## src/design/multi_slot_watchdog_bank_macros.svh

```systemverilog
// Assertion macros used by the watchdog bank datapath.
`ifndef MULTI_SLOT_WATCHDOG_BANK_MACROS_SVH
`define MULTI_SLOT_WATCHDOG_BANK_MACROS_SVH

// Same-cycle implication, disabled during reset.
`define MSWB_ASSERT_IMPL(label, clk, rst, ante, cons, msg) \
   label: assert property (@(posedge clk) disable iff (rst) (ante) |-> (cons)) \
      else $error(msg);

// Next-cycle implication, disabled during reset.
`define MSWB_ASSERT_NEXT(label, clk, rst, ante, cons, msg) \
   label: assert property (@(posedge clk) disable iff (rst) (ante) |=> (cons)) \
      else $error(msg);

`endif

```

## src/design/mswb_pkg.sv

```systemverilog
// Shared types and constants for the multi-slot watchdog bank.
`timescale 1ns / 1ps

package mswb_pkg;

   // Number of watchdog slots in the bank.
   localparam int SLOTS = 16;

   // Width of a slot index and of the registered-slot count.
   localparam int SLOT_W = (SLOTS > 1) ? $clog2(SLOTS) : 1;
   localparam int CNT_W  = $clog2(SLOTS + 1);

   // Field widths fixed by the interface.
   localparam int TICK_W     = 32;
   localparam int REQ_SLOT_W = 4;
   localparam int RSP_SLOT_W = 4;

   // Width used to compare a requested slot with the registered count.
   localparam int CMP_W = (CNT_W > REQ_SLOT_W) ? CNT_W : REQ_SLOT_W;

   // Request codes.
   typedef enum logic [1:0] {
      REQ_TICK     = 2'd0,
      REQ_REGISTER = 2'd1,
      REQ_DISABLE  = 2'd2,
      REQ_KICK     = 2'd3
   } req_code_type;

   // Result kinds.
   typedef enum logic [2:0] {
      KIND_DONE       = 3'd0,
      KIND_EXPIRED    = 3'd1,
      KIND_REGISTERED = 3'd2,
      KIND_FULL       = 3'd3,
      KIND_BAD        = 3'd4
   } kind_code_type;

   // Controller states.
   typedef enum logic [1:0] {
      ST_IDLE,
      ST_EXEC,
      ST_SCAN,
      ST_FINAL
   } state_type;

   // Commands from the controller to the datapath.
   typedef struct packed {
      logic capture;     // latch the request word
      logic tick_inc;    // advance the tick counter
      logic scan_clear;  // point the scan at slot zero
      logic scan_next;   // advance the scan to the next slot
      logic scan_check;  // test the current slot for expiry
      logic exec;        // carry out a register, disable or kick request
      logic finish;      // emit the closing done word of a tick
   } ctrl_cmd_type;

   // Status from the datapath to the controller.
   typedef struct packed {
      logic bank_empty;  // no slot registered yet
      logic scan_last;   // scan sits on the highest registered slot
   } ctrl_status_type;

endpackage

```

## src/design/multi_slot_watchdog_bank.sv

```systemverilog
// Top level of the multi-slot watchdog bank.
`timescale 1ns / 1ps
// A bank of watchdog slots that share one 32-bit wrapping tick counter.
// Request channel: a word is taken at a rising edge with start high and
// busy low; req_type selects tick, register, disable or kick.
// Result channel: each result word is on the rsp_ ports for one cycle,
// marked by rsp_valid; rsp_last_result marks the final word of a request.
// Register, disable and kick requests pass through the EXEC state and give
// one word from the result register; the block is busy in EXEC and takes the
// next request in the cycle the result is shown.
// A tick runs the SCAN state over the registered slots, then the FINAL state
// (straight to FINAL when none is registered): the scan visits one slot per
// cycle through the registered read port of the slot tables, emitting an
// expiry word for each slot that runs out, and FINAL emits a closing done word.
// Reset clears the tick counter, the slot count and all enable bits; the
// slot tables need no clearing since only registered slots are ever checked.
// Results cannot be held off by the receiver, so none is ever stalled.
module multi_slot_watchdog_bank (
   input  logic                                 clock,
   input  logic                                 reset,
   input  logic                                 start,
   output logic                                 busy,
   input  logic [1:0]                           req_type,
   input  logic [mswb_pkg::REQ_SLOT_W-1:0]      req_slot_index,
   input  logic [mswb_pkg::TICK_W-1:0]          req_timeout_ticks,
   input  logic                                 req_start_disabled,
   output logic                                 rsp_valid,
   output logic [2:0]                           rsp_result_kind,
   output logic [mswb_pkg::RSP_SLOT_W-1:0]      rsp_result_slot,
   output logic                                 rsp_last_result
);

   mswb_pkg::ctrl_cmd_type    cmd;
   mswb_pkg::ctrl_status_type status;

   // Sequencing of requests and of the expiry scan.
   mswb_ctrl u_ctrl (
      .clock    (clock),
      .reset    (reset),
      .start    (start),
      .req_type (req_type),
      .status   (status),
      .cmd      (cmd),
      .busy     (busy)
   );

   // Counter, slot tables and result register.
   mswb_datapath u_datapath (
      .clock              (clock),
      .reset              (reset),
      .cmd                (cmd),
      .status             (status),
      .req_type           (req_type),
      .req_slot_index     (req_slot_index),
      .req_timeout_ticks  (req_timeout_ticks),
      .req_start_disabled (req_start_disabled),
      .rsp_valid          (rsp_valid),
      .rsp_result_kind    (rsp_result_kind),
      .rsp_result_slot    (rsp_result_slot),
      .rsp_last_result    (rsp_last_result)
   );

endmodule

```

## src/design/mswb_ctrl.sv

```systemverilog
// Controller state machine that sequences requests and the expiry scan.
`timescale 1ns / 1ps

module mswb_ctrl (
   input  logic                      clock,
   input  logic                      reset,
   input  logic                      start,
   input  logic [1:0]                req_type,
   input  mswb_pkg::ctrl_status_type status,
   output mswb_pkg::ctrl_cmd_type    cmd,
   output logic                      busy
);

   mswb_pkg::state_type state_ff;
   mswb_pkg::state_type state_in;

   // State register.
   always_ff @(posedge clock) begin
      if (reset) begin
         state_ff <= mswb_pkg::ST_IDLE;
      end else begin
         state_ff <= state_in;
      end
   end

   // Next state and commands.
   always_comb begin
      state_in = state_ff;
      cmd      = '0;
      busy     = (state_ff != mswb_pkg::ST_IDLE);
      case (state_ff)
         mswb_pkg::ST_IDLE: begin
            if (start) begin
               cmd.capture = 1'b1;
               if (req_type == mswb_pkg::REQ_TICK) begin
                  cmd.tick_inc   = 1'b1;
                  cmd.scan_clear = 1'b1;
                  state_in = status.bank_empty ? mswb_pkg::ST_FINAL : mswb_pkg::ST_SCAN;
               end else begin
                  state_in = mswb_pkg::ST_EXEC;
               end
            end
         end
         mswb_pkg::ST_EXEC: begin
            cmd.exec = 1'b1;
            state_in = mswb_pkg::ST_IDLE;
         end
         mswb_pkg::ST_SCAN: begin
            cmd.scan_check = 1'b1;
            if (status.scan_last) begin
               state_in = mswb_pkg::ST_FINAL;
            end else begin
               cmd.scan_next = 1'b1;
            end
         end
         mswb_pkg::ST_FINAL: begin
            cmd.finish = 1'b1;
            state_in   = mswb_pkg::ST_IDLE;
         end
         default: begin
            state_in = mswb_pkg::ST_IDLE;
         end
      endcase
   end

endmodule

```

## src/design/mswb_datapath.sv

```systemverilog
// Datapath: tick counter, slot tables, enable bits and the result register.
`timescale 1ns / 1ps
`include "multi_slot_watchdog_bank_macros.svh"

module mswb_datapath (
   input  logic                                 clock,
   input  logic                                 reset,
   input  mswb_pkg::ctrl_cmd_type               cmd,
   output mswb_pkg::ctrl_status_type            status,
   input  logic [1:0]                           req_type,
   input  logic [mswb_pkg::REQ_SLOT_W-1:0]      req_slot_index,
   input  logic [mswb_pkg::TICK_W-1:0]          req_timeout_ticks,
   input  logic                                 req_start_disabled,
   output logic                                 rsp_valid,
   output logic [2:0]                           rsp_result_kind,
   output logic [mswb_pkg::RSP_SLOT_W-1:0]      rsp_result_slot,
   output logic                                 rsp_last_result
);

   // Request word held for the duration of the request.
   mswb_pkg::req_code_type                 req_code_ff, req_code_in;
   logic [mswb_pkg::REQ_SLOT_W-1:0]        slot_index_ff, slot_index_in;
   logic [mswb_pkg::TICK_W-1:0]            timeout_ff, timeout_in;
   logic                                   start_disabled_ff, start_disabled_in;

   // Bank state.
   logic [mswb_pkg::TICK_W-1:0]            tick_ff, tick_in;
   logic [mswb_pkg::CNT_W-1:0]             used_ff, used_in;
   logic [mswb_pkg::SLOTS-1:0]             enable_ff, enable_in;
   logic [mswb_pkg::SLOT_W-1:0]            scan_idx_ff, scan_idx_in;

   // Slot tables and their registered read data.
   logic [mswb_pkg::TICK_W-1:0]            start_mem [mswb_pkg::SLOTS];
   logic [mswb_pkg::TICK_W-1:0]            timeout_mem [mswb_pkg::SLOTS];
   logic [mswb_pkg::TICK_W-1:0]            start_rd_ff;
   logic [mswb_pkg::TICK_W-1:0]            timeout_rd_ff;

   // Table write port.
   logic                                   start_we;
   logic                                   timeout_we;
   logic [mswb_pkg::SLOT_W-1:0]            wr_addr;

   // Result register.
   logic                                   rsp_valid_ff, rsp_valid_in;
   mswb_pkg::kind_code_type                rsp_kind_ff, rsp_kind_in;
   logic [mswb_pkg::RSP_SLOT_W-1:0]        rsp_slot_ff, rsp_slot_in;
   logic                                   rsp_last_ff, rsp_last_in;

   // Decoded conditions.
   logic                                   bank_full;
   logic                                   slot_bad;
   logic [mswb_pkg::SLOT_W-1:0]            req_slot;
   logic [mswb_pkg::SLOT_W-1:0]            new_slot;
   logic [mswb_pkg::TICK_W-1:0]            elapsed;
   logic                                   expired;

   assign bank_full = (used_ff == mswb_pkg::CNT_W'(mswb_pkg::SLOTS));
   assign slot_bad  = (mswb_pkg::CMP_W'(slot_index_ff) >= mswb_pkg::CMP_W'(used_ff));
   assign req_slot  = mswb_pkg::SLOT_W'(slot_index_ff);
   assign new_slot  = used_ff[mswb_pkg::SLOT_W-1:0];
   assign elapsed   = tick_ff - start_rd_ff;
   assign expired   = enable_ff[scan_idx_ff] && (elapsed > timeout_rd_ff);

   assign status.bank_empty = (used_ff == '0);
   assign status.scan_last  =
      ((mswb_pkg::CNT_W'(scan_idx_ff) + mswb_pkg::CNT_W'(1)) == used_ff);

   // Next-state logic for counters, enables, table writes and the result word.
   always_comb begin
      req_code_in       = req_code_ff;
      slot_index_in     = slot_index_ff;
      timeout_in        = timeout_ff;
      start_disabled_in = start_disabled_ff;
      tick_in           = tick_ff;
      used_in           = used_ff;
      enable_in         = enable_ff;
      scan_idx_in       = scan_idx_ff;
      start_we          = 1'b0;
      timeout_we        = 1'b0;
      wr_addr           = req_slot;
      rsp_valid_in      = 1'b0;
      rsp_kind_in       = mswb_pkg::KIND_DONE;
      rsp_slot_in       = '0;
      rsp_last_in       = 1'b1;

      if (cmd.capture) begin
         req_code_in       = mswb_pkg::req_code_type'(req_type);
         slot_index_in     = req_slot_index;
         timeout_in        = req_timeout_ticks;
         start_disabled_in = req_start_disabled;
      end

      if (cmd.tick_inc) begin
         tick_in = tick_ff + mswb_pkg::TICK_W'(1);
      end

      if (cmd.scan_clear) begin
         scan_idx_in = '0;
      end else if (cmd.scan_next) begin
         scan_idx_in = scan_idx_ff + mswb_pkg::SLOT_W'(1);
      end

      // Expiry of the slot under the scan.
      if (cmd.scan_check && expired) begin
         enable_in[scan_idx_ff] = 1'b0;
         rsp_valid_in = 1'b1;
         rsp_kind_in  = mswb_pkg::KIND_EXPIRED;
         rsp_slot_in  = mswb_pkg::RSP_SLOT_W'(scan_idx_ff);
         rsp_last_in  = 1'b0;
      end

      // Closing word of a tick.
      if (cmd.finish) begin
         rsp_valid_in = 1'b1;
         rsp_kind_in  = mswb_pkg::KIND_DONE;
         rsp_slot_in  = '0;
         rsp_last_in  = 1'b1;
      end

      // Register, disable and kick requests.
      if (cmd.exec) begin
         rsp_valid_in = 1'b1;
         rsp_last_in  = 1'b1;
         case (req_code_ff)
            mswb_pkg::REQ_REGISTER: begin
               if (bank_full) begin
                  rsp_kind_in = mswb_pkg::KIND_FULL;
                  rsp_slot_in = '0;
               end else begin
                  wr_addr             = new_slot;
                  start_we            = 1'b1;
                  timeout_we          = 1'b1;
                  enable_in[new_slot] = !start_disabled_ff;
                  used_in             = used_ff + mswb_pkg::CNT_W'(1);
                  rsp_kind_in         = mswb_pkg::KIND_REGISTERED;
                  rsp_slot_in         = mswb_pkg::RSP_SLOT_W'(used_ff);
               end
            end
            mswb_pkg::REQ_DISABLE, mswb_pkg::REQ_KICK: begin
               rsp_slot_in = slot_index_ff;
               if (slot_bad) begin
                  rsp_kind_in = mswb_pkg::KIND_BAD;
               end else begin
                  rsp_kind_in = mswb_pkg::KIND_DONE;
                  if (req_code_ff == mswb_pkg::REQ_KICK) begin
                     start_we            = 1'b1;
                     enable_in[req_slot] = 1'b1;
                  end else begin
                     enable_in[req_slot] = 1'b0;
                  end
               end
            end
            default: begin
               rsp_kind_in = mswb_pkg::KIND_DONE;
               rsp_slot_in = '0;
            end
         endcase
      end
   end

   // Control registers.
   always_ff @(posedge clock) begin
      if (reset) begin
         tick_ff      <= '0;
         used_ff      <= '0;
         enable_ff    <= '0;
         scan_idx_ff  <= '0;
         rsp_valid_ff <= 1'b0;
      end else begin
         tick_ff      <= tick_in;
         used_ff      <= used_in;
         enable_ff    <= enable_in;
         scan_idx_ff  <= scan_idx_in;
         rsp_valid_ff <= rsp_valid_in;
      end
   end

   // Payload registers.
   always_ff @(posedge clock) begin
      req_code_ff       <= req_code_in;
      slot_index_ff     <= slot_index_in;
      timeout_ff        <= timeout_in;
      start_disabled_ff <= start_disabled_in;
      rsp_kind_ff       <= rsp_kind_in;
      rsp_slot_ff       <= rsp_slot_in;
      rsp_last_ff       <= rsp_last_in;
   end

   // Slot tables: one write port, one registered read port that follows the scan.
   always_ff @(posedge clock) begin
      if (start_we) begin
         start_mem[wr_addr] <= tick_ff;
      end
      if (timeout_we) begin
         timeout_mem[wr_addr] <= timeout_ff;
      end
      start_rd_ff   <= start_mem[scan_idx_in];
      timeout_rd_ff <= timeout_mem[scan_idx_in];
   end

   assign rsp_valid       = rsp_valid_ff;
   assign rsp_result_kind = rsp_kind_ff;
   assign rsp_result_slot = rsp_slot_ff;
   assign rsp_last_result = rsp_last_ff;

   // The registered-slot count never passes the bank size.
   `MSWB_ASSERT_IMPL(a_used_bound, clock, reset, 1'b1, used_ff <= mswb_pkg::CNT_W'(mswb_pkg::SLOTS), "slot count above bank size")
   // An expiry word is never the final word of a tick.
   `MSWB_ASSERT_IMPL(a_expiry_not_last, clock, reset, rsp_valid_ff && (rsp_kind_ff == mswb_pkg::KIND_EXPIRED), !rsp_last_ff, "expiry word marked last")
   // A tick request advances the counter by exactly one.
   `MSWB_ASSERT_NEXT(a_tick_step, clock, reset, cmd.tick_inc, tick_ff == ($past(tick_ff) + mswb_pkg::TICK_W'(1)), "tick counter did not advance by one")
   // A slot that expires is disabled on the next cycle.
   `MSWB_ASSERT_NEXT(a_expiry_disables, clock, reset, cmd.scan_check && expired, !enable_ff[$past(scan_idx_ff)], "expired slot still enabled")

endmodule

```

## config.mk

```make
export PLATFORM = sky130hd
export DESIGN_NAME = multi_slot_watchdog_bank
export DESIGN_NICKNAME = d
export VERILOG_FILES = /design/src/design/mswb_pkg.sv /design/src/design/multi_slot_watchdog_bank.sv /design/src/design/mswb_ctrl.sv /design/src/design/mswb_datapath.sv
export VERILOG_INCLUDE_DIRS = /design/src /design/src/design
export SDC_FILE = /design/constraint.sdc
export NUM_CORES = 2
export LEC_CHECK = 0
export BUFFER_PORTS_ARGS = -buffer_cell sky130_fd_sc_hd__buf_2
export CORE_MARGIN = 5
export CORE_UTILIZATION = 25
export DETAILED_ROUTE_END_ITERATION = 8
export HOLD_SLACK_MARGIN = 0.05
export PLACE_DENSITY = 0.48
export SYNTH_ARGS = -nofsm -noshare
export SYNTH_HDL_FRONTEND = slang
export SYNTH_SLANG_ARGS = --single-unit
```

## constraint.sdc

```tcl
create_clock -name clock -period 4.6 [get_ports clock]
set_input_delay 0.92 -clock clock [delete_from_list [all_inputs] [get_ports clock]]
set_output_delay 0.92 -clock clock [all_outputs]
set_load 0.005 [all_outputs]
```

==> results.sh <==
export IMPL_clockBufferDepth=3
export IMPL_fin_area_mm2=0.0572
export IMPL_slowest_delay_ps=370
export IMPL_cp_cell_sequence="inv_2, ha_4, a211oi_2, o21bai_1, a21o_1, a221o_1, o311ai_2, buf_4, a41oi_4, o41ai_4, o21ai_1, xnor2_1, ha_1, nand4_1, nor4_2, buf_4, o21ai_4, a21oi_4, buf_12, inv_8, o311ai_4, o21ai_1"
export IMPL_dp_hpwl_um=71300
export IMPL_worstPathMaxFanout=8
export IMPL_cp_required_ps=5210
export IMPL_synth_top_cell_area_share=0.669
export IMPL_endpoint="u_datapath.enable_ff[11]"
export IMPL_core_area_mm2=0.190
export IMPL_postPlaceCellArea_mm2=0.0529
export IMPL_drc=0
export IMPL_syn_area_mm2=0.0477
export IMPL_maxCapViolCount=0
export IMPL_finalSetupTns_ps=-400
export IMPL_antenna_left=0
export IMPL_routedWlPerCell_um=22.6
export IMPL_rows=160
export IMPL_grt_max_degree=66
export IMPL_worst_pin_slew_ps=992
export IMPL_power_leakage_nw=22.7
export IMPL_slew_viol_final=0
export IMPL_drt_initial_drc_count=1935
export IMPL_io_pins=52
export IMPL_layout_commonest_cell="edfxtp_1"
export IMPL_gp_congestion=0.857
export IMPL_synth_seq_area_share=0.725
export IMPL_crit_arrival_ps=5280
export IMPL_cts_root_buf="clkbuf_16"
export IMPL_rsz0062_at_grt="yes"
export IMPL_cts_made_buffers=118
export IMPL_start_kind="flip-flop"
export IMPL_finalHoldViolCount=0
export IMPL_fin_cells=5832
export IMPL_dp_cells=5594
export IMPL_worst_r2r_endpoint="u_datapath.enable_ff[11]"
export IMPL_slew_headroom=0.337
export IMPL_synth_ff_latch_count=1195
export IMPL_nNetsFinal=3335
export IMPL_reg2reg_depth=22
export IMPL_r2r_start="u_datapath.start_rd_ff[12]"
export IMPL_postCtsHoldBufs=0
export IMPL_fin_hold_ws_ps=357
export IMPL_grt_pass1_vias=27000
export IMPL_clkSinkCount=1195
export IMPL_r2r_setup_slack_ps=-70
export IMPL_track_usage=0.129
export IMPL_io_buffer_count=51
export IMPL_startpoint="u_datapath.start_rd_ff[12]"
export IMPL_fp_dieH_um=447
export IMPL_syn_inst=2983
export IMPL_cts_tree="built"
export IMPL_violations="negative setup slack"
export IMPL_synthFlopType="edfxtp_1"
export IMPL_run_status="complete, but fails checks"
export IMPL_htree_levels=3
export IMPL_start_util=0.251
export IMPL_post_synth_num_cell_types=75
export IMPL_fin_crit_sh=1.01
export IMPL_syn_area_per_cell_um2=16.0
export IMPL_grt_overflow_total=0
export IMPL_end_kind="flip-flop"
export IMPL_die_x_um=447
export IMPL_vias_per_cell=4.61
export IMPL_clk_latency_ps=740
export IMPL_fin_skew_ps=36.7
export IMPL_synth_edff_count=1063
export IMPL_fmax_mhz=214
export IMPL_hold_class="primary input to flip-flop"
export IMPL_setup_slack_ps=-68.0
export IMPL_grt_pass1_wl_um=190000
export IMPL_p_per_area_mw_per_mm2=395
export IMPL_min_period_ps=4670
export IMPL_final_cell_mix="edfxtp_1, mux2i_1, o22ai_1"
export IMPL_clk_pin_slew_ps=60
export IMPL_critPathSlowestCell="nor4_2"
export IMPL_area_growth_pct=19.9
export IMPL_routed_wl_um=132000
export IMPL_dieArea_mm2=0.200
export IMPL_async_flop_share=0
export IMPL_ir_drop_mv=0.311
export IMPL_synth_area_top_cells="edfxtp_1, mux2i_1, dfxtp_1"
export IMPL_criticalPathCategory="flip-flop to flip-flop"
export IMPL_yosys_area_top_type="edfxtp_1"
export IMPL_syn_nets=3102
export IMPL_yosys_warnings=0
export IMPL_power_mw=22.6
export IMPL_first_pass_iters=5
export IMPL_vias=26900
export IMPL_setup_viol=11
export IMPL_drive_above_1_share=0.162
export IMPL_antenna_found_initial=3
[cells by family (layout without fill, tap and decap cells)]
family | after synthesis | in the layout | share of synthesized area
AND/OR/NAND/NOR | 380 | 380 | 0.0418
buffers and inverters | 239 | 576 | 0.0222
other | 0 | 1 | 0
AO/OA/AOI/OAI | 515 | 515 | 0.0702
XOR/XNOR | 57 | 57 | 0.0105
flip-flops | 1195 | 1195 | 0.725
adder cells (fa/ha/maj) | 77 | 77 | 0.0204
multiplexers | 520 | 520 | 0.111
[report_power, final]
group	switching [mW]	total, mW	leakage, nW	internal (mW)
registers	0.122	12.0	11.1	11.9
logic	0.507	0.790	9.58	0.283
clock network	4.09	9.81	1.96	5.72
total	4.71	22.6	22.7	17.9
[how the worst min path moves through the flow]
stage	start	to	slack [ps]	cells past startpoint
global placement	u_datapath.enable_ff[6]	u_datapath.enable_ff[6]	540	3
floorplan	u_datapath.enable_ff[6]	u_datapath.enable_ff[6]	510	3
global route	req_timeout_ticks[7]	u_datapath.timeout_ff[7]	320	1
finish	req_start_disabled	u_datapath.start_disabled_ff	360	1
CTS	req_timeout_ticks[7]	u_datapath.timeout_ff[7]	280	1
detailed placement	u_datapath.enable_ff[6]	u_datapath.enable_ff[6]	540	3
[synthesized netlist by cell type (6+ instances only)]
library cell	count
nor2b_1	14
o22a_1	7
nor3_1	11
a21o_1	30
a211oi_1	8
and3_1	15
a22oi_1	18
o21ai_0	52
edfxtp_1	1063
buf_1	9
o21a_1	7
xnor2_1	35
nand2b_1	8
mux2i_1	513
nand4_1	16
or3_1	17
dfxtp_1	132
nand2_1	73
or4_1	64
buf_4	21
nand3_1	38
buf_2	41
o22ai_1	259
a311oi_1	7
nor2_1	102
xor2_1	22
a31oi_1	6
clkbuf_1	66
a21oi_1	66
ha_1	76
inv_1	95
[critical path: cells and delay by family, from the launching register on]
family,cells,cell delay [ps]
compound gates,12,2320
xor+xnor,1,140
fa+ha+maj,2,530
buf+inv,5,640
flops,1,320
simple gates,2,580
[stage by stage]
step | util | setup WS [ps]
finish | 0.301 | -68.0
detailed placement | 0.278 | -497
global placement | 0.278 | -380
floorplan | - | -24.6
global route | 0.301 | -271
CTS | 0.300 | 2.41
[metal layers]
layer | part of all wire | wire, um | vias up | GRT usage
li1 | - | - | 12200 | -
met1 | 0.46 | 60900 | 13900 | 0.180
met2 | 0.47 | 62400 | 593 | 0.212
met3 | 0.040 | 5280 | 180 | 0.0169
met4 | 0.025 | 3250 | 0 | 0.0377
met5 | 0 | 0 | - | 0
[state kept, by name, indices dropped and copies added, names as in the netlist]
| name | count |
|---|---|
| u_datapath.scan_idx_ff | 4 |
| u_datapath.timeout_rd_ff | 32 |
| u_datapath.used_ff | 5 |
| u_datapath.rsp_valid | 1 |
| u_datapath.rsp_result_slot | 4 |
| u_datapath.timeout_ff | 32 |
| u_datapath.tick_ff | 32 |
| u_datapath.req_slot | 4 |
| u_datapath.enable_ff | 16 |
| u_datapath.start_mem | 512 |
| u_datapath.req_code_ff | 2 |
| u_datapath.start_disabled_ff | 1 |
| u_datapath.timeout_mem | 512 |
| u_ctrl.state_ff | 2 |
| u_datapath.rsp_last_result | 1 |
| u_datapath.rsp_result_kind | 3 |
| u_datapath.start_rd_ff | 32 |
[layout make-up]
type / instances / area, um2
fillers: 18700 / 133000
flip-flops and latches: 1195 / 34600
multi-input cells: 1549 / 12700
clock buffers: 168 / 3470
well taps: 2511 / 3140
repair buffers: 254 / 2450
clock inverters: 56 / 526
inverters: 98 / 375
diodes: 1 / 2.50
[timing repair]
item / in CTS / in global routing
pin swaps: 17 / 25
endpoints found under the setup margin: 23 / 22
setup buffers: 12 / 2
resized for setup: 20 / 31
(Power assumes the default switching activity.)
